[src/rtl/core/lbc_pkg.sv]
package lbc_pkg;

    // Default canvas store size.
    localparam int MAX_WIDTH_DEF  = 256;
    localparam int MAX_HEIGHT_DEF = 256;

    // Fixed point one in Q3.12.
    localparam int Q_ONE = 4096;

    // Stream and configuration widths.
    localparam int TDATA_IN_W  = 104;
    localparam int TUSER_IN_W  = 5;
    localparam int TDATA_OUT_W = 64;
    localparam int CFG_IDX_W   = 2;
    localparam int CFG_DATA_W  = 9;

    // Coordinate compare width, wide enough for a limit of 4096.
    localparam int COORD_W = 14;

    // Width used for address arithmetic before it is cut to the store size.
    localparam int ADDR_FULL_W = 26;

    // Depth of the queue between the front and the back.
    localparam int QUEUE_DEPTH = 2;

    // Configuration register indexes.
    localparam logic [CFG_IDX_W-1:0] REG_CANVAS_WIDTH  = 2'd0;
    localparam logic [CFG_IDX_W-1:0] REG_CANVAS_HEIGHT = 2'd1;

    typedef enum logic [1:0] {
        MODE_BLEND      = 2'd0,
        MODE_READ       = 2'd1,
        MODE_READ_CLEAR = 2'd2
    } mode_t;

    typedef enum logic [2:0] {
        BL_ADD        = 3'd0,
        BL_DIFF       = 3'd1,
        BL_DIFF_CLAMP = 3'd2,
        BL_MAX        = 3'd3,
        BL_INVERT     = 3'd4,
        BL_ADD_CLAMP  = 3'd5
    } blend_t;

    typedef enum logic [1:0] {
        OP_BLEND      = 2'd0,
        OP_READ       = 2'd1,
        OP_READ_CLEAR = 2'd2
    } op_t;

    typedef enum logic [1:0] {
        BK_CLEAR = 2'd0,
        BK_IDLE  = 2'd1,
        BK_EXEC  = 2'd2
    } back_state_t;

    // One RGBA pixel, red in the lowest bits.
    typedef struct packed {
        logic signed [15:0] alpha;
        logic signed [15:0] blue;
        logic signed [15:0] green;
        logic signed [15:0] red;
    } pixel_t;

    // Command control word handed from the front to the back.
    typedef struct packed {
        op_t    op;
        blend_t kind;
        logic   in_canvas;
    } cmd_ctrl_t;

    // Saturate to the signed 16-bit range.
    function automatic logic signed [15:0] sat16(input logic signed [17:0] v);
        logic signed [15:0] r;
        if (v > 18'sd32767)
        begin
            r = 16'sh7FFF;
        end
        else if (v < -18'sd32768)
        begin
            r = 16'sh8000;
        end
        else
        begin
            r = v[15:0];
        end
        return r;
    endfunction

    // Clamp to the range zero to one.
    function automatic logic signed [15:0] clamp01(input logic signed [17:0] v);
        logic signed [15:0] r;
        if (v < 18'sd0)
        begin
            r = '0;
        end
        else if (v > 18'(Q_ONE))
        begin
            r = 16'(Q_ONE);
        end
        else
        begin
            r = v[15:0];
        end
        return r;
    endfunction

    // Blend one channel of the stored pixel with the source.
    function automatic logic signed [15:0] blend_channel(
        input blend_t             kind,
        input logic signed [15:0] a,
        input logic signed [15:0] b,
        input logic               is_alpha
    );
        logic signed [17:0] a_x;
        logic signed [17:0] b_x;
        logic signed [17:0] sum;
        logic signed [17:0] dif;
        logic signed [17:0] adif;
        logic signed [17:0] inv;
        logic signed [15:0] r;
        a_x  = 18'(a);
        b_x  = 18'(b);
        sum  = a_x + b_x;
        dif  = a_x - b_x;
        adif = (dif < 18'sd0) ? -dif : dif;
        inv  = 18'(Q_ONE) - a_x;
        unique case (kind)
            BL_ADD:        r = sat16(sum);
            BL_DIFF:       r = sat16(adif);
            BL_DIFF_CLAMP: r = clamp01(adif);
            BL_MAX:        r = (a > b) ? a : b;
            BL_INVERT:     r = is_alpha ? a : sat16(inv);
            BL_ADD_CLAMP:  r = clamp01(sum);
            default:       r = a;
        endcase
        return r;
    endfunction

endpackage

[src/rtl/core/lbc_queue.sv]
module lbc_queue #(
    parameter int WIDTH = 8,
    parameter int DEPTH = lbc_pkg::QUEUE_DEPTH
) (
    input  logic             clk,
    input  logic             rst_n,
    input  logic             push,
    input  logic [WIDTH-1:0] push_data,
    output logic             full,
    input  logic             pop,
    output logic [WIDTH-1:0] pop_data,
    output logic             empty
);

    localparam int PW = (DEPTH > 1) ? $clog2(DEPTH) : 1;
    localparam int CW = $clog2(DEPTH + 1);

    logic [WIDTH-1:0] entry_q [DEPTH];
    logic [PW-1:0]    wr_ptr_reg;
    logic [PW-1:0]    wr_ptr_next;
    logic [PW-1:0]    rd_ptr_reg;
    logic [PW-1:0]    rd_ptr_next;
    logic [CW-1:0]    count_reg;
    logic [CW-1:0]    count_next;

    assign full     = (count_reg == CW'(DEPTH));
    assign empty    = (count_reg == '0);
    assign pop_data = entry_q[rd_ptr_reg];

    // Pointer and fill count update.
    always_comb
    begin
        wr_ptr_next = wr_ptr_reg;
        rd_ptr_next = rd_ptr_reg;
        count_next  = count_reg;
        if (push)
        begin
            wr_ptr_next = (wr_ptr_reg == PW'(DEPTH - 1)) ? '0 : wr_ptr_reg + 1'b1;
        end
        if (pop)
        begin
            rd_ptr_next = (rd_ptr_reg == PW'(DEPTH - 1)) ? '0 : rd_ptr_reg + 1'b1;
        end
        if (push && !pop)
        begin
            count_next = count_reg + 1'b1;
        end
        else if (pop && !push)
        begin
            count_next = count_reg - 1'b1;
        end
    end

    always_ff @(posedge clk or negedge rst_n)
    begin
        if (!rst_n)
        begin
            wr_ptr_reg <= '0;
            rd_ptr_reg <= '0;
            count_reg  <= '0;
        end
        else
        begin
            wr_ptr_reg <= wr_ptr_next;
            rd_ptr_reg <= rd_ptr_next;
            count_reg  <= count_next;
        end
    end

    // Entry storage.
    always_ff @(posedge clk)
    begin
        if (push)
        begin
            entry_q[wr_ptr_reg] <= push_data;
        end
    end

endmodule

[config.mk]
export PLATFORM = sky130hd
export DESIGN_NAME = lbc_queue
export DESIGN_NICKNAME = d
export VERILOG_FILES = /design/src/rtl/core/lbc_pkg.sv /design/src/rtl/core/lbc_queue.sv
export SDC_FILE = /design/constraint.sdc
export NUM_CORES = 1
export LEC_CHECK = 0
export BUFFER_PORTS_ARGS = -buffer_cell sky130_fd_sc_hd__buf_2
export CORE_MARGIN = 10
export CORE_UTILIZATION = 51
export CTS_BUF_LIST = sky130_fd_sc_hd__clkbuf_16
export CTS_CLUSTER_SIZE = 14
export DETAILED_ROUTE_END_ITERATION = 10
export PLACE_DENSITY = 0.79
export SLEW_MARGIN = 20
export SYNTH_ARGS = -nofsm -noshare
export SYNTH_HDL_FRONTEND = slang
export SYNTH_SLANG_ARGS = --single-unit
[constraint.sdc]
create_clock -name clk -period 2.8 [get_ports clk]
set_clock_uncertainty 0.2 [all_clocks]
set_input_delay 0.28 -clock clk [delete_from_list [all_inputs] [get_ports clk]]
set_output_delay 0.28 -clock clk [all_outputs]
set_load 0.05 [all_outputs]
==> run metrics, run 1 <==
status=complete, no violations; RSZ-0062 raised after global routing=no; peak supply drop=0.617 mV; total power=1.19 mW; Critical Path Sink Type=output pin; CTS tree=built; Final Wtd Congestion=0.668; Syn Area/Cell=18.8 um2; Slew @ Worst Pin=0.695 ns; Final setup viols=0; Final period util=0.673; site row count=13; DRC violations left=0; normalized max-slew margin=0.536; Root Buffer=clkbuf_16; clock sinks=20; min-delay worst type=in2reg; Crit Path Category=reg2out; vias in the first global route=460; Max-cap violations=0; Avg WL per Cell=16.4 um; cells after synthesis=41; crit path DAT=1.40 ns; CTS buffer count=3; Seq/Total Area, Yosys=0.753; fin util=0.712; fmax=0.531 GHz; Mapped Nets=54; cts repair resizes=0; max reg flops=16; Die X=58.9 um; worst-path cell chain=mux2_2 -> buf_2; worst skew pair latency=0.25 ns; TNS Setup=0 ns; vias post-DR=401; initial antenna violation count=0; Critical Path RT=2.32 ns; Leak=0.403 nW; worst hold margin=0.0221 ns; global-route wire length before repair=2050 um; # IOs=22; detailed router's first-iteration violation count=5; routed wire length=1330 um; PD cells=1220 mW/mm2; Max stage delay on crit path=0.56 ns; TritonRoute pass-1 iters=2; Layout Nets=80; Mapped Area=771 um2; layout cells sized above 1=0.500; Yosys cell types=12; Startpoint Class=flop; Multi-input gate area=175 um2; Port Buffer Count=21; CP max FO=9; GRT overflow=0; DRT antenna net count=0; FF/Latch Area=581 um2; Synth warnings=0; Fillers=97; CTS Hold Bufs=1; core area=0.00137 mm2; final hold viol count=0; largest net degree at the start of global routing=12; H-tree depth=1; Die Y=58.9 um; number of diodes=0; area delta synth->final=26.1%; Initial Util=0.564; die area=0.00347 mm2; crit path max-delay cell type=dfrtp_1; Bufs on Longest Clock Path=2; fin crit period=1.88 ns; postcts setup bufs=0; vias per cell=4.95; Pins Over Slew Limit=0; clock slew at reported path FFs=0.05 ns; total track usage=0.0770; flops & latches, synth=20
[layout make-up]
class | instances | area share
clock inverter | 1 | 0.00386
inverter | 1 | 0.00386
clock buffer | 3 | 0.0772
timing repair buffer | 22 | 0.118
multi-input combinational | 19 | 0.180
sequential | 20 | 0.597
tap | 15 | 0.0193
[synth_stat cells (all sizes together)]
| cell type | count | share of area |
|---|---|---|
| xnor2 | 1 | 0.011 |
| xor2 | 4 | 0.045 |
| nor2 | 2 | 0.0097 |
| and2 | 1 | 0.0081 |
| ha | 1 | 0.016 |
| mux2 | 8 | 0.12 |
| dfrtp | 4 | 0.13 |
| nor2b | 1 | 0.0081 |
| buf | 1 | 0.015 |
| edfxtp | 16 | 0.62 |
| and2b | 1 | 0.011 |
| inv | 1 | 0.0049 |
[power by group]
group	leakage [nW]	switching, mW	internal (mW)
Combinational	0.168	0.308	0.132
Sequential	0.197	0.0561	0.406
Clock	0.0385	0.0955	0.190
Total	0.403	0.460	0.727
[cells by family after synthesis]
| family | count (synthesis) | share of synthesized area |
|---|---|---|
| flip-flops | 20 | 0.753 |
| multiplexers | 8 | 0.117 |
| XOR/XNOR | 5 | 0.0568 |
| AND/OR/NAND/NOR | 5 | 0.0374 |
| buffers and inverters | 2 | 0.0195 |
| adder cells (fa/ha/maj) | 1 | 0.0162 |
[cell usage in the layout (no fill, tap or decap), types with 2 or more instances in the layout]
master,instances
clkbuf_16,3
mux2_2,8
buf_2,21
nor2_1,2
xor2_1,4
dfrtp_1,4
edfxtp_1,16
[layer usage]
layer	global-route usage	wire [um]
met5	0	0
met1	0.0751	556
met2	0.135	680
met4	0.0295	0
met3	0.0386	94
[per-stage QoR]
step | setup WS (ns) | area, um2 | std cells
after CTS | 0.906 | 972 | 81
after detailed placement | 1.18 | 883 | 76
after floorplan | 1.26 | 771 | 41
after global placement | 1.18 | 883 | 76
after global routing | 0.854 | 972 | 81
final | 0.917 | 972 | 81
[path summary, 6_finish.rpt]
path | end | start | slack [ns] | depth (start not counted)
setup / recovery | pop_data[0] | rd_ptr_reg | 0.92 | 2
hold / removal | entry_q[0][6] | push_data[6] | 0.02 | 1
setup reg to reg | entry_q[0][2] | wr_ptr_reg | 1.27 | 1
hold reg to reg | wr_ptr_reg | wr_ptr_reg | 0.29 | 1
max in group asynchronous | rd_ptr_reg | rst_n | 2.11 | 2
min in group asynchronous | count_reg[0] | rst_n | 0.17 | 2
[critical path, delay by kind of cell (launching register included)]
| kind | cells | cell delay [ns] |
|---|---|---|
| buffers and inverters | 1 | 0.21 |
| flip-flops | 1 | 0.56 |
| multiplexers | 1 | 0.39 |
(Power assumes the default switching activity.)
==> run 2, diff against run 1 <==
--- a/config.mk
+++ b/config.mk
@@ -5,13 +5,14 @@
 export SDC_FILE = /design/constraint.sdc
 export NUM_CORES = 1
 export LEC_CHECK = 0
+export ABC_AREA = 1
 export BUFFER_PORTS_ARGS = -buffer_cell sky130_fd_sc_hd__buf_2
 export CORE_MARGIN = 10
-export CORE_UTILIZATION = 51
+export CORE_UTILIZATION = 49
 export CTS_BUF_LIST = sky130_fd_sc_hd__clkbuf_16
 export CTS_CLUSTER_SIZE = 14
 export DETAILED_ROUTE_END_ITERATION = 10
-export PLACE_DENSITY = 0.79
+export PLACE_DENSITY = 0.75
 export SLEW_MARGIN = 20
 export SYNTH_ARGS = -nofsm -noshare
 export SYNTH_HDL_FRONTEND = slang
==> constraint.sdc (replaced) <==
create_clock -name clk -period 1.8 [get_ports clk]
set_clock_uncertainty 0.2 [all_clocks]
set_input_delay 0.18 -clock clk [delete_from_list [all_inputs] [get_ports clk]]
set_output_delay 0.18 -clock clk [all_outputs]
set_load 0.05 [all_outputs]
==> run 2 against run 1 <==
Compared with the run above:
- area after synthesis up 6.2%
- combinational power rose by 78%
- critical endpoint is now pop_data[3]
- sequential cell count unchanged
- clock-buffer cell count unchanged
- critical path depth unchanged
- hold slack gained 0.041 ns
- sequential share of layout area decreased by 9.4 points
- non-clock buffer count rose by 11
==> run metrics, run 2 <==
status=complete, no violations; global-route wire length before repair=2540 um; Critical Path RT=1.42 ns; worst reg2reg endpoint=entry_q[1][6]; vias post-DR=500; most frequent cells in the layout=buf_2 (21), edfxtp_1 (16), dlygate4sd3_1 (11); Port Buffer Count=21; clock sinks=20; Post-DP Area=940 um2; Seq/Total Area, Yosys=0.709; Final setup viols=0; core area=0.00154 mm2; Final Cell Area=0.00116 mm2; initial antenna violation count=0; Post-synth EDFFs=16; Mapped Area=818 um2; TritonRoute pass-1 iters=4; most common cell after layout, fill and taps aside=buf_2; Critical Path Sink Type=output pin; fin crit period=1.72 ns; R2R Path Start=wr_ptr_reg; Yosys cell types=12; cells after synthesis=50; crit path DAT=1.34 ns; Avg WL per Cell=15.6 um; Multi-input gate area=200 um2; CTS buffer count=3; count leader, synth=edfxtp_1; max reg flops=16; Mapped Nets=63; r2r worst-path depth=2; clock slew at reported path FFs=0.05 ns; Bufs on Longest Clock Path=2; layout cells sized above 1=0.407; fin util=0.750; postcts setup bufs=0; # IOs=22; Crit Path Category=reg2out; largest net degree at the start of global routing=13; Root Buffer=clkbuf_16; Die Y=60.9 um; CP max FO=9; top post-synthesis cells by count=edfxtp_1 (16), mux2_4 (8), inv_1 (7), nand2_1 (5), dfrtp_1 (4); H-tree depth=1; number of diodes=0; Final period util=0.954; Syn Area/Cell=16.4 um2; setup ws final=0.0831 ns; flops & latches, synth=20; worst skew pair latency=0.25 ns; Fillers=100; Area contributors post-synth=edfxtp_1 (59%), mux2_4 (15%), dfrtp_1 (12%); ys flop type=edfxtp_1; final hold viol count=0; Initial Util=0.531; TNS Setup=0 ns; total track usage=0.0972; Max-cap violations=0; routed wire length=1590 um; area fraction of the dominant cell type after synthesis=0.587; detailed router's first-iteration violation count=9; Pins Over Slew Limit=0; DP Worst Slack=0.227 ns; Die X=60.9 um; Slew @ Worst Pin=0.306 ns; FF/Latch Area=582 um2; RSZ-0062 raised after global routing=no; site row count=14; DRT antenna net count=0; DRC violations left=0; peak supply drop=1.01 mV; CTS tree=built; normalized max-slew margin=0.796; die area=0.00370 mm2; largest area contributor in the netlist=edfxtp_1; Synth async-reset ratio=0.200; fmax=0.582 GHz; min-delay worst type=in2async; vias in the first global route=558; PD cells=1830 mW/mm2; Synth warnings=0; Leak=0.526 nW; reg-to-reg slack, setup=0.59 ns; vias per cell=4.90; Layout Nets=100; GRT overflow=0; Final Wtd Congestion=0.753; worst hold margin=0.0635 ns; Startpoint Class=flop; area delta synth->final=41.3%
[run 2: cell types whose count changed in the layout (fill, tap and decap cells not counted), sizes merged, moves of 2 or more]
cell	delta
dlygate4sd3	+10
xor2	-2
nand2	+5
inv	+6
[run 2: worst max-delay path by stage]
stage	start	end	slack, ns	cells after the start
after CTS	rd_ptr_reg	pop_data[3]	0.08	2
final	rd_ptr_reg	pop_data[3]	0.08	2
after floorplan	count_reg[0]	full	0.35	1
after detailed placement	rd_ptr_reg	pop_data[5]	0.23	2
after global placement	rd_ptr_reg	pop_data[5]	0.22	2
after global routing	rd_ptr_reg	pop_data[3]	0.04	2
[run 2: worst max-delay path, cell delays in order, from the launching register on]
cell and delay, ns:
dfrtp_2 0.53, mux2_4 0.34, buf_2 0.21
[run 2: routing by layer]
layer | wire length [um] | GRT usage | up-vias
met5 | 0 | 0 | -
met3 | 138 | 0.0459 | 6
met2 | 826 | 0.154 | 17
met1 | 593 | 0.0999 | 232
li1 | - | - | 245
met4 | 36 | 0.0658 | 0
[run 2: final cells by class]
| cell class | instances | share of cell area |
|---|---|---|
| Sequential cell | 20 | 0.503 |
| Multi-Input combinational cell | 22 | 0.173 |
| Inverter | 7 | 0.0227 |
| Clock buffer | 3 | 0.0649 |
| Clock inverter | 1 | 0.0260 |
| Timing Repair Buffer | 33 | 0.193 |
| Tap cell | 16 | 0.0173 |
[run 2: cells by family after synthesis]
logic type                 share of synthesized area
muxes                                          0.147
DFF                                            0.709
xor gates and xnor gates                      0.0321
and+or+nand+nor                               0.0505
adders and majority gates                     0.0153
buffers and inverters                         0.0459
[run 2: what timing repair did]
item / in CTS / in global routing
endpoints found under the setup margin: 8 / 0
hold buffers: 11 / 0
gates resized for setup: 1 / 0
endpoints found under the hold margin: 22 / 0
[run 2: stage by stage]
step | instances | total power, mW
after global routing | 102 | 2.22
after CTS | 102 | 2.13
after detailed placement | 87 | 1.50
after floorplan | 50 | 1.36
after global placement | 87 | 1.48
final | 102 | 2.12
[run 2: power by group]
part,internal [mW],switching [mW]
combinational,0.267,0.515
sequential,0.632,0.109
clock,0.441,0.154
total,1.34,0.778
==> run 3, diff against run 2 <==
--- a/config.mk
+++ b/config.mk
@@ -8,11 +8,11 @@
 export ABC_AREA = 1
 export BUFFER_PORTS_ARGS = -buffer_cell sky130_fd_sc_hd__buf_2
 export CORE_MARGIN = 10
-export CORE_UTILIZATION = 49
-export CTS_BUF_LIST = sky130_fd_sc_hd__clkbuf_16
+export CORE_UTILIZATION = 40
+export CTS_BUF_LIST = sky130_fd_sc_hd__clkbuf_8
 export CTS_CLUSTER_SIZE = 14
 export DETAILED_ROUTE_END_ITERATION = 10
-export PLACE_DENSITY = 0.75
+export PLACE_DENSITY_LB_ADDON = 0.2
 export SLEW_MARGIN = 20
 export SYNTH_ARGS = -nofsm -noshare
 export SYNTH_HDL_FRONTEND = slang
==> run 3 against run 2 <==
Compared with the run above:
- global-route usage fell by 2.5 points
- sequential cell count did not move
- maximum frequency rose by 0.50%
- via count fell by 2.8%
- die area rose by 15%
- utilization fell by 18 points
- final cell count rose by 11%
- total power fell by 16%
- hold slack got worse by 0.010 ns
- register-to-register slack got worse by 0.02 ns
- clock power fell by 51%
- first-iteration DRC count rose by 120%
==> run metrics, run 3 (synthesis gave the netlist of run 2 again) <==
status=complete, no violations; largest net degree at the start of global routing=12; r2r worst-path depth=2; clock slew at reported path FFs=0.07 ns; number of diodes=0; GRT overflow=0; Final Wtd Congestion=0.658; # IOs=22; worst reg2reg endpoint=entry_q[1][6]; TritonRoute pass-1 iters=2; Die Y=65.2 um; DRC violations left=0; Startpoint Class=flop; CP bufs+invs=1; global-route wire length before repair=2330 um; Port Buffer Count=21; Critical Path Sink Type=output pin; crit path DAT=1.33 ns; CTS tree=built; Leak=0.498 nW; die area=0.00425 mm2; CP max FO=9; vias per cell=4.30; layout cells sized above 1=0.395; fmax=0.585 GHz; worst skew pair latency=0.25 ns; PD cells=1610 mW/mm2; Avg WL per Cell=12.2 um; core area=0.00196 mm2; vias post-DR=486; DRT antenna net count=0; postcts setup bufs=0; Initial Util=0.417; Crit Path Category=reg2out; fin crit period=1.71 ns; crit path max-delay cell type=dfrtp_2; Die X=65.2 um; total track usage=0.0719; Final period util=0.949; area delta synth->final=35.6%; peak supply drop=0.922 mV; most common cell after layout, fill and taps aside=buf_2; RSZ-0062 raised after global routing=no; family with the most delay on the worst path=flip-flops; final hold viol count=0; R2R Path Start=wr_ptr_reg; Layout Nets=100; detailed router's first-iteration violation count=20; Slew @ Worst Pin=0.330 ns; Pins Over Slew Limit=0; TNS Setup=0 ns; Final setup viols=0; Critical Path RT=1.42 ns; site row count=16; initial antenna violation count=0; Root Buffer=clkbuf_8; worst-path cell chain=mux2_4 -> buf_2; fin util=0.566; most frequent cells in the layout=buf_2 (21), edfxtp_1 (16), dlygate4sd3_1 (11); min-delay worst type=in2async; Max-cap violations=0; Max stage delay on crit path=0.54 ns; normalized max-slew margin=0.780; max reg flops=16; H-tree depth=1; CTS buffer count=3; routed wire length=1370 um; clock sinks=20; vias in the first global route=516; reg-to-reg slack, setup=0.57 ns; Bufs on Longest Clock Path=2
## run 3: how the worst max path moves through the flow
stage / endpoint / slack [ns] / cells past startpoint / from
4_1_cts: pop_data[3] / 0.08 / 2 / rd_ptr_reg
5_1_grt: pop_data[3] / 0.05 / 2 / rd_ptr_reg
6_report: pop_data[3] / 0.09 / 2 / rd_ptr_reg
3_3_place_gp: pop_data[3] / 0.21 / 2 / rd_ptr_reg
2_1_floorplan: full / 0.35 / 1 / count_reg[0]
3_5_place_dp: pop_data[3] / 0.21 / 2 / rd_ptr_reg
## run 3: per-stage QoR
stage	total power [mW]	hold slack [ns]	setup slack, ns	cell area, um2	cells
global placement	1.49	-0.207	0.206	953	98
global route	1.87	0.0879	0.0468	1110	113
finish	1.78	0.0530	0.0917	1110	113
CTS	1.81	0.0537	0.0753	1110	113
detailed placement	1.50	-0.208	0.214	953	98
floorplan	1.36	-0.316	0.345	818	50
## run 3: area by class of cell
class	instances	area, um2
clock buffer	3	41.3
tap	27	33.8
fill	184	852
multi-input combinational	22	200
timing repair buffer	33	223
clock inverter	1	3.75
inverter	7	26.3
sequential	20	582
## run 3: layer usage
metal	global-route usage	wire length, um
met5	0	0
met4	0.0481	33
met3	0.0356	102
met2	0.115	654
met1	0.0729	583
## run 3: repair_timing
action                                  CTS  global route
endpoints found under the setup margin    8             0
resized for setup                         1             0
hold endpoints to repair                 22             0
hold buffers                             11             0
## run 3: report_power, final
group | switching [mW] | internal, mW | total [mW]
clock | 0.137 | 0.152 | 0.289
sequential | 0.103 | 0.630 | 0.733
combinational | 0.495 | 0.267 | 0.762
total | 0.735 | 1.05 | 1.78
