File: src/rtl/core/lbc_pkg.sv
package lbc_pkg;

    // Default canvas store size.
    localparam int MAX_WIDTH_DEF  = 256;
    localparam int MAX_HEIGHT_DEF = 256;

    // Fixed point one in Q3.12.
    localparam int Q_ONE = 4096;

    // Stream and configuration widths.
    localparam int TDATA_IN_W  = 104;
    localparam int TUSER_IN_W  = 5;
    localparam int TDATA_OUT_W = 64;
    localparam int CFG_IDX_W   = 2;
    localparam int CFG_DATA_W  = 9;

    // Coordinate compare width, wide enough for a limit of 4096.
    localparam int COORD_W = 14;

    // Width used for address arithmetic before it is cut to the store size.
    localparam int ADDR_FULL_W = 26;

    // Depth of the queue between the front and the back.
    localparam int QUEUE_DEPTH = 2;

    // Configuration register indexes.
    localparam logic [CFG_IDX_W-1:0] REG_CANVAS_WIDTH  = 2'd0;
    localparam logic [CFG_IDX_W-1:0] REG_CANVAS_HEIGHT = 2'd1;

    typedef enum logic [1:0] {
        MODE_BLEND      = 2'd0,
        MODE_READ       = 2'd1,
        MODE_READ_CLEAR = 2'd2
    } mode_t;

    typedef enum logic [2:0] {
        BL_ADD        = 3'd0,
        BL_DIFF       = 3'd1,
        BL_DIFF_CLAMP = 3'd2,
        BL_MAX        = 3'd3,
        BL_INVERT     = 3'd4,
        BL_ADD_CLAMP  = 3'd5
    } blend_t;

    typedef enum logic [1:0] {
        OP_BLEND      = 2'd0,
        OP_READ       = 2'd1,
        OP_READ_CLEAR = 2'd2
    } op_t;

    typedef enum logic [1:0] {
        BK_CLEAR = 2'd0,
        BK_IDLE  = 2'd1,
        BK_EXEC  = 2'd2
    } back_state_t;

    // One RGBA pixel, red in the lowest bits.
    typedef struct packed {
        logic signed [15:0] alpha;
        logic signed [15:0] blue;
        logic signed [15:0] green;
        logic signed [15:0] red;
    } pixel_t;

    // Command control word handed from the front to the back.
    typedef struct packed {
        op_t    op;
        blend_t kind;
        logic   in_canvas;
    } cmd_ctrl_t;

    // Saturate to the signed 16-bit range.
    function automatic logic signed [15:0] sat16(input logic signed [17:0] v);
        logic signed [15:0] r;
        if (v > 18'sd32767)
        begin
            r = 16'sh7FFF;
        end
        else if (v < -18'sd32768)
        begin
            r = 16'sh8000;
        end
        else
        begin
            r = v[15:0];
        end
        return r;
    endfunction

    // Clamp to the range zero to one.
    function automatic logic signed [15:0] clamp01(input logic signed [17:0] v);
        logic signed [15:0] r;
        if (v < 18'sd0)
        begin
            r = '0;
        end
        else if (v > 18'(Q_ONE))
        begin
            r = 16'(Q_ONE);
        end
        else
        begin
            r = v[15:0];
        end
        return r;
    endfunction

    // Blend one channel of the stored pixel with the source.
    function automatic logic signed [15:0] blend_channel(
        input blend_t             kind,
        input logic signed [15:0] a,
        input logic signed [15:0] b,
        input logic               is_alpha
    );
        logic signed [17:0] a_x;
        logic signed [17:0] b_x;
        logic signed [17:0] sum;
        logic signed [17:0] dif;
        logic signed [17:0] adif;
        logic signed [17:0] inv;
        logic signed [15:0] r;
        a_x  = 18'(a);
        b_x  = 18'(b);
        sum  = a_x + b_x;
        dif  = a_x - b_x;
        adif = (dif < 18'sd0) ? -dif : dif;
        inv  = 18'(Q_ONE) - a_x;
        unique case (kind)
            BL_ADD:        r = sat16(sum);
            BL_DIFF:       r = sat16(adif);
            BL_DIFF_CLAMP: r = clamp01(adif);
            BL_MAX:        r = (a > b) ? a : b;
            BL_INVERT:     r = is_alpha ? a : sat16(inv);
            BL_ADD_CLAMP:  r = clamp01(sum);
            default:       r = a;
        endcase
        return r;
    endfunction

endpackage

File: src/rtl/core/lbc_front.sv
module lbc_front #(
    parameter int MAX_WIDTH  = lbc_pkg::MAX_WIDTH_DEF,
    parameter int MAX_HEIGHT = lbc_pkg::MAX_HEIGHT_DEF,
    parameter int AW         = 16
) (
    input  logic                             clk,
    input  logic                             rst_n,
    input  logic                             s_tvalid,
    output logic                             s_tready,
    input  logic [lbc_pkg::TDATA_IN_W-1:0]   s_tdata,
    input  logic [lbc_pkg::TUSER_IN_W-1:0]   s_tuser,
    input  logic                             cfg_valid,
    output logic                             cfg_ready,
    input  logic [lbc_pkg::CFG_IDX_W-1:0]    cfg_index,
    input  logic [lbc_pkg::CFG_DATA_W-1:0]   cfg_data,
    input  logic                             clear_done,
    input  logic                             q_full,
    output logic                             q_push,
    output lbc_pkg::cmd_ctrl_t               q_ctrl,
    output logic [AW-1:0]                    q_addr,
    output lbc_pkg::pixel_t                  q_pixel
);

    localparam int CWD = lbc_pkg::COORD_W;
    localparam int AFW = lbc_pkg::ADDR_FULL_W;

    logic [lbc_pkg::CFG_DATA_W-1:0] width_reg;
    logic [lbc_pkg::CFG_DATA_W-1:0] height_reg;

    lbc_pkg::mode_t       mode;
    lbc_pkg::blend_t      kind;
    logic signed [9:0]    pos_x;
    logic signed [9:0]    pos_y;
    logic [7:0]           off_x;
    logic [7:0]           off_y;
    logic signed [CWD-1:0] pt_x;
    logic signed [CWD-1:0] pt_y;
    logic [CWD-1:0]       wlim;
    logic [CWD-1:0]       hlim;
    logic                 pt_in_canvas;
    logic                 keep;
    logic [AFW-1:0]       addr_full;

    // Configuration registers; writes are always taken.
    assign cfg_ready = 1'b1;

    always_ff @(posedge clk or negedge rst_n)
    begin
        if (!rst_n)
        begin
            width_reg  <= lbc_pkg::CFG_DATA_W'(256);
            height_reg <= lbc_pkg::CFG_DATA_W'(256);
        end
        else if (cfg_valid)
        begin
            unique case (cfg_index)
                lbc_pkg::REG_CANVAS_WIDTH:  width_reg  <= cfg_data;
                lbc_pkg::REG_CANVAS_HEIGHT: height_reg <= cfg_data;
                default: ;
            endcase
        end
    end

    // Unpack the incoming word.
    assign mode    = lbc_pkg::mode_t'(s_tuser[1:0]);
    assign kind    = lbc_pkg::blend_t'(s_tuser[4:2]);
    assign pos_x   = s_tdata[9:0];
    assign pos_y   = s_tdata[19:10];
    assign off_x   = s_tdata[27:20];
    assign off_y   = s_tdata[35:28];
    assign q_pixel = s_tdata[99:36];

    // Canvas point and the limits in use.
    assign pt_x = CWD'(pos_x) + $signed({{(CWD - 8){1'b0}}, off_x});
    assign pt_y = CWD'(pos_y) + $signed({{(CWD - 8){1'b0}}, off_y});
    assign wlim = (CWD'(width_reg) > CWD'(MAX_WIDTH))  ? CWD'(MAX_WIDTH)  : CWD'(width_reg);
    assign hlim = (CWD'(height_reg) > CWD'(MAX_HEIGHT)) ? CWD'(MAX_HEIGHT) : CWD'(height_reg);
    assign pt_in_canvas = !pt_x[CWD-1] && !pt_y[CWD-1]
                       && (CWD'(pt_x) < wlim) && (CWD'(pt_y) < hlim);

    // Row-major store address.
    assign addr_full = AFW'(pt_y[CWD-2:0]) * AFW'(MAX_WIDTH) + AFW'(pt_x[CWD-2:0]);
    assign q_addr    = addr_full[AW-1:0];

    // Classify: words that cannot change the store or give a result are dropped here.
    always_comb
    begin
        keep             = 1'b0;
        q_ctrl.op        = lbc_pkg::OP_BLEND;
        q_ctrl.kind      = kind;
        q_ctrl.in_canvas = pt_in_canvas;
        unique case (mode)
            lbc_pkg::MODE_BLEND:
            begin
                q_ctrl.op = lbc_pkg::OP_BLEND;
                case (kind) inside
                    lbc_pkg::BL_ADD, lbc_pkg::BL_DIFF, lbc_pkg::BL_DIFF_CLAMP,
                    lbc_pkg::BL_MAX, lbc_pkg::BL_ADD_CLAMP:
                        keep = pt_in_canvas;
                    lbc_pkg::BL_INVERT:
                        keep = pt_in_canvas && (s_tdata[99:84] != '0);
                    default:
                        keep = 1'b0;
                endcase
            end
            lbc_pkg::MODE_READ:
            begin
                q_ctrl.op = lbc_pkg::OP_READ;
                keep      = 1'b1;
            end
            lbc_pkg::MODE_READ_CLEAR:
            begin
                q_ctrl.op = lbc_pkg::OP_READ_CLEAR;
                keep      = 1'b1;
            end
            default:
            begin
                keep = 1'b0;
            end
        endcase
    end

    assign s_tready = clear_done && !q_full;
    assign q_push   = s_tvalid && s_tready && keep;

endmodule

File: config.mk
export PLATFORM = sky130hd
export DESIGN_NAME = lbc_front
export DESIGN_NICKNAME = d
export VERILOG_FILES = /design/src/rtl/core/lbc_pkg.sv /design/src/rtl/core/lbc_front.sv
export SDC_FILE = /design/constraint.sdc
export NUM_CORES = 1
export LEC_CHECK = 0
export BUFFER_PORTS_ARGS = -buffer_cell sky130_fd_sc_hd__clkbuf_2
export CELL_PAD_IN_SITES_DETAIL_PLACEMENT = 1
export CELL_PAD_IN_SITES_GLOBAL_PLACEMENT = 2
export CORE_MARGIN = 4
export CORE_UTILIZATION = 20
export CTS_CLUSTER_DIAMETER = 200
export DETAILED_ROUTE_END_ITERATION = 8
export PLACE_DENSITY = 0.89
export SLEW_MARGIN = 0
export SYNTH_ARGS = -nofsm -noshare
export SYNTH_HDL_FRONTEND = slang
export SYNTH_SLANG_ARGS = --single-unit
File: constraint.sdc
create_clock -name clk -period 5.3 [get_ports clk]
set_input_delay 0.53 -clock clk [delete_from_list [all_inputs] [get_ports clk]]
set_output_delay 0.53 -clock clk [all_outputs]
set_load 0.01 [all_outputs]
==> results of run 1 <==
## final timing paths
kind                       cells after the start            end  slack [ns]           from
max in group asynchronous                      1   width_reg[8]        4.75          rst_n
min in group clk                               1  height_reg[7]        0.50  height_reg[7]
setup reg to reg                               2   width_reg[8]        4.25   width_reg[8]
hold / removal                                 1   width_reg[4]        0.21          rst_n
hold reg to reg                                1  height_reg[7]        0.50  height_reg[7]
setup / recovery                              16         q_push        0.22     s_tdata[0]
## cell usage in the layout (no fill, tap or decap), drive strengths merged, types with 2 or more instances in the layout
cell and instances:
dfstp 2, nor4b 3, nand3 4, o21a 3, xnor2 9, clkinv 2
nor3b 2, mux2 17, nor4 3, o2111ai 2, o211ai 5, dfrtp 16
and3 6, ha 41, nor3 3, fa 3, a211oi 3, inv 6
a21oi 12, nand2 22, clkbuf 117, o211a 3, o21ai 6, a21o 11
o21bai 3, a221oi 2, xor2 10, nor2b 3
## metrics by stage
stage / instances / worst slack (ns)
finish: 507 / 0.221
floorplan: 287 / 0.929
global route: 507 / 0.00139
CTS: 507 / 0.179
detailed placement: 503 / 0.193
global placement: 503 / 0.295
## power by group through the flow
stage / combinational [mW] / sequential [mW] / clock, mW
detailed placement: 0.423 / 0.185 / 0
global placement: 0.406 / 0.183 / 0
global route: 0.472 / 0.185 / 0.176
floorplan: 0.317 / 0.177 / 0
finish: 0.417 / 0.184 / 0.165
CTS: 0.428 / 0.183 / 0.169
## cell families after synthesis
group / share of synthesized area (%)
xor+xnor: 6.32
buf+inv: 20.9
flops: 17.2
simple gates: 11.2
other cells: 0.142
fa+ha+maj: 21.7
mux: 7.26
compound gates: 15.2
## metal layers
metal,global-route usage [%],part of all wire [%],up-vias
li1,-,-,1063
met1,10.2,37,1052
met3,2.03,7.2,34
met4,4.06,2.8,0
met5,0,0,-
met2,18.4,53,75
## final cells by class
cell class                 count  area (um^2)  area share [%]
timing repair buffer         114          573            19.2
sequential                    18          453            15.1
clock buffer                   4         88.8            2.97
multi-input combinational    191         1630            54.5
tap                          172          215            7.20
inverter                       8         30.0            1.00
==> qor.txt, run 1 <==
======================================================================================
Outcome                                                                   finished clean
Largest stage delay, worst path                                                0.49 ns
Final setup violation count                                                          0
Warnings, synthesis                                                                  0
VDD IR-drop max                                                               0.106 mV
Setup repair after global routing missed its margin                              false
Worst setup path category                                                    in -> out
HPWL Detailed                                                                  6.81 mm
Cell at the root of the clock tree                                        sky130_fd_sc_hd__clkbuf_16
Vias in the first global route                                                    2413
Total buffers and inverters traversed by the critical path                           2
Clock Skews                                                                       0 ns
Flip-flop cell with the highest count after synthesis                     sky130_fd_sc_hd__dfrtp_1
H-Tree Level Count                                                                   1
Number of buffers inserted for hold repair after clock tree synthesis                0
Proportion of power drawn by combinational gates                                 54.5%
Share of Yosys cell area claimed by the top area cell type                       19.7%
Worst setup EP type                                                         output pin
Startpoint Class                                                          primary input
IO Count                                                                           215
Top cell types by occurrence after synthesis                              69 x sky130_fd_sc_hd__buf_4, 41 x sky130_fd_sc_hd__ha_1, 22 x sky130_fd_sc_hd__nand2_1
Number of DRC violations after detailed routing                                      0
Number of clock sinks                                                               18
Count of state elements after synthesis                                             18
Max-slew violations                                                                  0
Worst-Margin Slew                                                              1.28 ns
Shortest period the worst path allows                                          5.08 ns
Clock slew at the register clock pins of the worst setup and hold paths        0.05 ns
Layout cells sized above 1                                                       42.7%
Fraction of registers with async set/reset                                        100%
Most area-hungry cell type in the Yosys netlist                           sky130_fd_sc_hd__buf_4
Period utilisation layout                                                        95.8%
Worst hold slack                                                              0.213 ns
Post-synthesis average cell area                                             9.18 um^2
Vias per cell                                                                     4.39
Row count                                                                           41
Net Switching                                                                   292 uW
Floorplan die height                                                            123 um
Overall via count from detail_route                                               2224
Power share of the sequential group                                              24.0%
Fillcell total                                                                    1556
Distinct cell type count of the synthesized netlist                                 46
Aggregate global routing overflow                                                    0
Slowest-stage cell, CP                                                    sky130_fd_sc_hd__or4_4
Buffers from clock root to sink, at most                                             2
Number of max-cap violations                                                         0
Clock latency at the later pin of the worst-skew pair                          0.24 ns
Sequential cell area fraction in the yosys report                                17.2%
Total routing usage reported by global routing                                   9.69%
Endpoint arrival time on the critical path                                     4.55 ns
Final number of hold-violating endpoints                                             0
Drt first pass iters                                                                 4
Synth area leaders                                                        sky130_fd_sc_hd__buf_4 20%, sky130_fd_sc_hd__ha_1 19%, sky130_fd_sc_hd__dfrtp_1 15%, sky130_fd_sc_hd__mux2_2 7.3%, sky130_fd_sc_hd__xor2_1 3.3%
Global placement routability congestion                                          0.810
Cell Area, Synth                                                          0.00264 mm^2
Inserted Diodes                                                                      0
TritonCTS clock tree                                                             built
TritonCTS Buffers                                                                    3
Internal power                                                                  472 uW
Setup repair bufs after CTS                                                          0
Peak Freq                                                                      197 MHz
Number of enable flip-flop cells after synthesis                                     0
Total wire length after detailed routing                                       7.67 mm
Placement Cell Area                                                       0.00290 mm^2
Clock power frac                                                                 21.5%
Resized Gates After CTS                                                              0
Initial core utilization                                                         20.6%
Design Power                                                                    765 uW
Peak fanout along the critical path                                                  3
Cell with the most instances after synthesis                              sky130_fd_sc_hd__buf_4
Layout Utilization                                                               23.4%
Sw frac                                                                          38.2%
Core region area                                                           0.0128 mm^2
Worst hold-check path type                                                 in -> async
Initial DRC Count                                                                   63
Chain of cells forming the critical path                                  clkbuf_2 > ha_1 > fa_1 > a21o_1 > a21oi_1 > o21bai_1 > a21o_1 > a31oi_1 > xnor2_1 > ha_1 > a2111oi_0 > o21ai_0 > or4_4 > nor4b_2 > a32o_1 > clkbuf_2
Number of I/O port buffers                                                         113
Number of instances in the synthesized netlist                                     287
Final-stage net count                                                              506
Layout overhead on the synthesized area                                          13.5%
Syn nets                                                                           457
Cell Pwr Density                                                           256 mW/mm^2
Pin count of the biggest net entering global routing                                19
Die width                                                                       123 um
Antenna viol nets, final                                                             0
Required time at the worst-slack endpoint                                      4.77 ns
Final design instance area without fill                                   0.00299 mm^2
Setup TNS                                                                         0 ns
Family of cells with the greatest summed delay on the critical path       compound AO/OA/AOI/OAI gates
Remaining max-slew budget at the tightest pin                                    14.2%
Global-route wire length before repair                                         11.7 mm
Reported leakage power                                                         1.54 nW
Overall die area                                                           0.0151 mm^2
Number of antenna violations at the first check in global routing                    0
Wire per inst                                                                  15.1 um
======================================================================================
No activity file was read; power rests on OpenSTA's default activity.
==> run 2: changes to the inputs <==
--- a/config.mk
+++ b/config.mk
@@ -8,7 +8,6 @@
 export BUFFER_PORTS_ARGS = -buffer_cell sky130_fd_sc_hd__clkbuf_2
 export CELL_PAD_IN_SITES_DETAIL_PLACEMENT = 1
 export CELL_PAD_IN_SITES_GLOBAL_PLACEMENT = 2
-export CORE_MARGIN = 4
 export CORE_UTILIZATION = 20
 export CTS_CLUSTER_DIAMETER = 200
 export DETAILED_ROUTE_END_ITERATION = 8
==> run 2 against run 1 <==
Effect of this change: sequential share of layout area down 0.076 points; clock skew did not move; worst setup slack improved by 0.19 ns; cell count stayed put; wire length down 2.7%; sequential power hardly changed; clock power about the same; flip-flop and latch count is the same; hold slack worse by 0.0028 ns; via count down 0.72%; largest cell class unchanged; largest power group unchanged; highest routed layer unchanged.
==> qor.txt, run 2 (synthesis results as in run 1) <==
======================================================================================
Outcome                                                                   finished clean
H-Tree Level Count                                                                   1   unchanged
Overall via count from detail_route                                               2208   -0.72%
Worst setup path category                                                    in -> out
TritonCTS clock tree                                                             built
HPWL Detailed                                                                  6.81 mm   about the same
Number of DRC violations after detailed routing                                      0   unchanged
Setup TNS                                                                         0 ns   unchanged
Inserted Diodes                                                                      0   unchanged
Row count                                                                           41   unchanged
VDD IR-drop max                                                               0.109 mV   +2.5%
Worst-Margin Slew                                                             0.725 ns   -0.559 ns
Placement Cell Area                                                       0.00290 mm^2   unchanged
Fillcell total                                                                    1537   -1.2%
Peak Freq                                                                      204 MHz   +3.9%
Max-slew violations                                                                  0   unchanged
Pin count of the biggest net entering global routing                                19   unchanged
Largest stage delay, worst path                                                0.51 ns   +0.02 ns
Clock latency at the later pin of the worst-skew pair                          0.25 ns   about the same
Most common library cell in the layout ignoring fill and taps             sky130_fd_sc_hd__clkbuf_2
Clock Skews                                                                       0 ns   unchanged
Shortest period the worst path allows                                          4.89 ns   -0.188 ns
TritonCTS Buffers                                                                    3   unchanged
Total wire length after detailed routing                                       7.46 mm   -2.7%
Total routing usage reported by global routing                                   10.7%   +1.0 points
Layout overhead on the synthesized area                                          14.1%
Layout cells sized above 1                                                       43.0%   +0.30 points
Peak fanout along the critical path                                                  3   unchanged
Number of max-cap violations                                                         0   unchanged
Floorplan die height                                                            117 um   -4.9%
Overall die area                                                           0.0136 mm^2   -9.5%
Required time at the worst-slack endpoint                                      4.77 ns   about the same
Wire per inst                                                                  14.7 um   -2.7%
Global placement routability congestion                                          0.740   -8.6%
Aggregate global routing overflow                                                    0   unchanged
Clock slew at the register clock pins of the worst setup and hold paths        0.05 ns   about the same
Final number of hold-violating endpoints                                             0   unchanged
Startpoint Class                                                          primary input
Buffers from clock root to sink, at most                                             2   unchanged
Remaining max-slew budget at the tightest pin                                    51.4%   +37 points
Cell Pwr Density                                                           254 mW/mm^2   -0.62%
Core region area                                                           0.0127 mm^2   -0.40%
Cell at the root of the clock tree                                        sky130_fd_sc_hd__clkbuf_16
Initial DRC Count                                                                   39   -38%
Die width                                                                       117 um   -4.9%
Global-route wire length before repair                                         11.4 mm   -3.0%
Slowest-stage cell, CP                                                    sky130_fd_sc_hd__or4_4
Final setup violation count                                                          0   unchanged
Setup slack of the worst register-to-register path                             4.28 ns   +0.03 ns
Final design instance area without fill                                   0.00301 mm^2   +0.50%
Most frequent cells in the layout                                         113 x sky130_fd_sc_hd__clkbuf_2, 41 x sky130_fd_sc_hd__ha_1, 22 x sky130_fd_sc_hd__nand2_1, 17 x sky130_fd_sc_hd__mux2_2, 16 x sky130_fd_sc_hd__dfrtp_1
Final-stage net count                                                              506   unchanged
Number of clock sinks                                                               18   unchanged
Endpoint arrival time on the critical path                                     4.36 ns   -0.19 ns
Period utilisation layout                                                        92.3%   -3.6 points
Number of I/O port buffers                                                         113   unchanged
Reported leakage power                                                         1.55 nW   +0.47%
Worst setup EP type                                                         output pin
Vias per cell                                                                     4.36   -0.72%
Chain of cells forming the critical path                                  clkbuf_2 > ha_1 > fa_1 > a21o_1 > a21oi_1 > o21bai_1 > a21o_1 > a31oi_1 > xnor2_1 > ha_1 > a2111oi_1 > o21ai_0 > or4_4 > nor4b_4 > a32o_1 > clkbuf_2
Drt first pass iters                                                                 3   -1
Combined area of the multi-input logic cells                              0.00165 mm^2   +0.92%
Initial core utilization                                                         20.7%   +0.083 points
Register cell area after layout                                               453 um^2   unchanged
Vias in the first global route                                                    2357   -2.3%
IO Count                                                                           215   unchanged
Setup repair after global routing missed its margin                              false
Antenna viol nets, final                                                             0   unchanged
Number of antenna violations at the first check in global routing                    0   unchanged
Worst hold-check path type                                                 in -> async
======================================================================================
==> run 2: layout make-up <==
cell class	instances	area share (%)
clock buffer	4	2.96
inverter	8	0.999
multi-input combinational	191	54.7
sequential	18	15.1
tap	172	7.16
timing repair buffer	114	19.1
==> run 2: timing repair <==
| item | CTS | global route |
|---|---|---|
| endpoints found under the hold margin | 0 | 0 |
| endpoints found under the setup margin | 0 | 1 |
| hold buffers | 0 | 0 |
| setup buffers | 0 | 0 |
| resized for setup | 0 | 2 |
==> run 2: path summary, 6_finish.rpt <==
kind | to | startpoint | cells after the start
worst max-delay path | q_push | s_tdata[0] | 16
worst min register to register | width_reg[0] | width_reg[0] | 1
max in group asynchronous | height_reg[8] | rst_n | 1
min in group clk | width_reg[0] | width_reg[0] | 1
worst max register to register | width_reg[8] | width_reg[8] | 2
worst min-delay path | width_reg[1] | rst_n | 1
==> run 2: worst max-delay path: cells and delay by family <==
kind,cells,cell delay [ns]
AOI/OAI and AO/OA,8,1.64
xor gates and xnor gates,1,0.23
buffers and inverters,2,0.21
and+or+nand+nor,2,0.81
adders and majority gates,3,0.95
==> run 2: per-layer routing <==
layer  track usage, %  wire (um)
met5                0          0
met4             2.87         57
met3             1.44        453
met2             22.1       4070
met1             11.2       2880
==> run 2: per-stage QoR <==
step           setup slack (ns)  power (mW)  utilization (%)  std cells  hold slack, ns
6_report                  0.409       0.764             23.6        507           0.210
5_1_grt                  0.0401       0.833             23.6        507           0.239
4_1_cts                   0.171       0.777             23.5        507           0.224
3_5_place_dp              0.196       0.604             22.8        503           0.494
3_3_place_gp              0.293       0.585             22.8        503           0.475
2_1_floorplan             0.929       0.493                -        287           0.234
==> run 2: where the power goes <==
group          internal, mW  switching, mW
sequential            0.166         0.0158
combinational         0.193          0.224
clock                 0.115         0.0508
total                 0.474          0.290
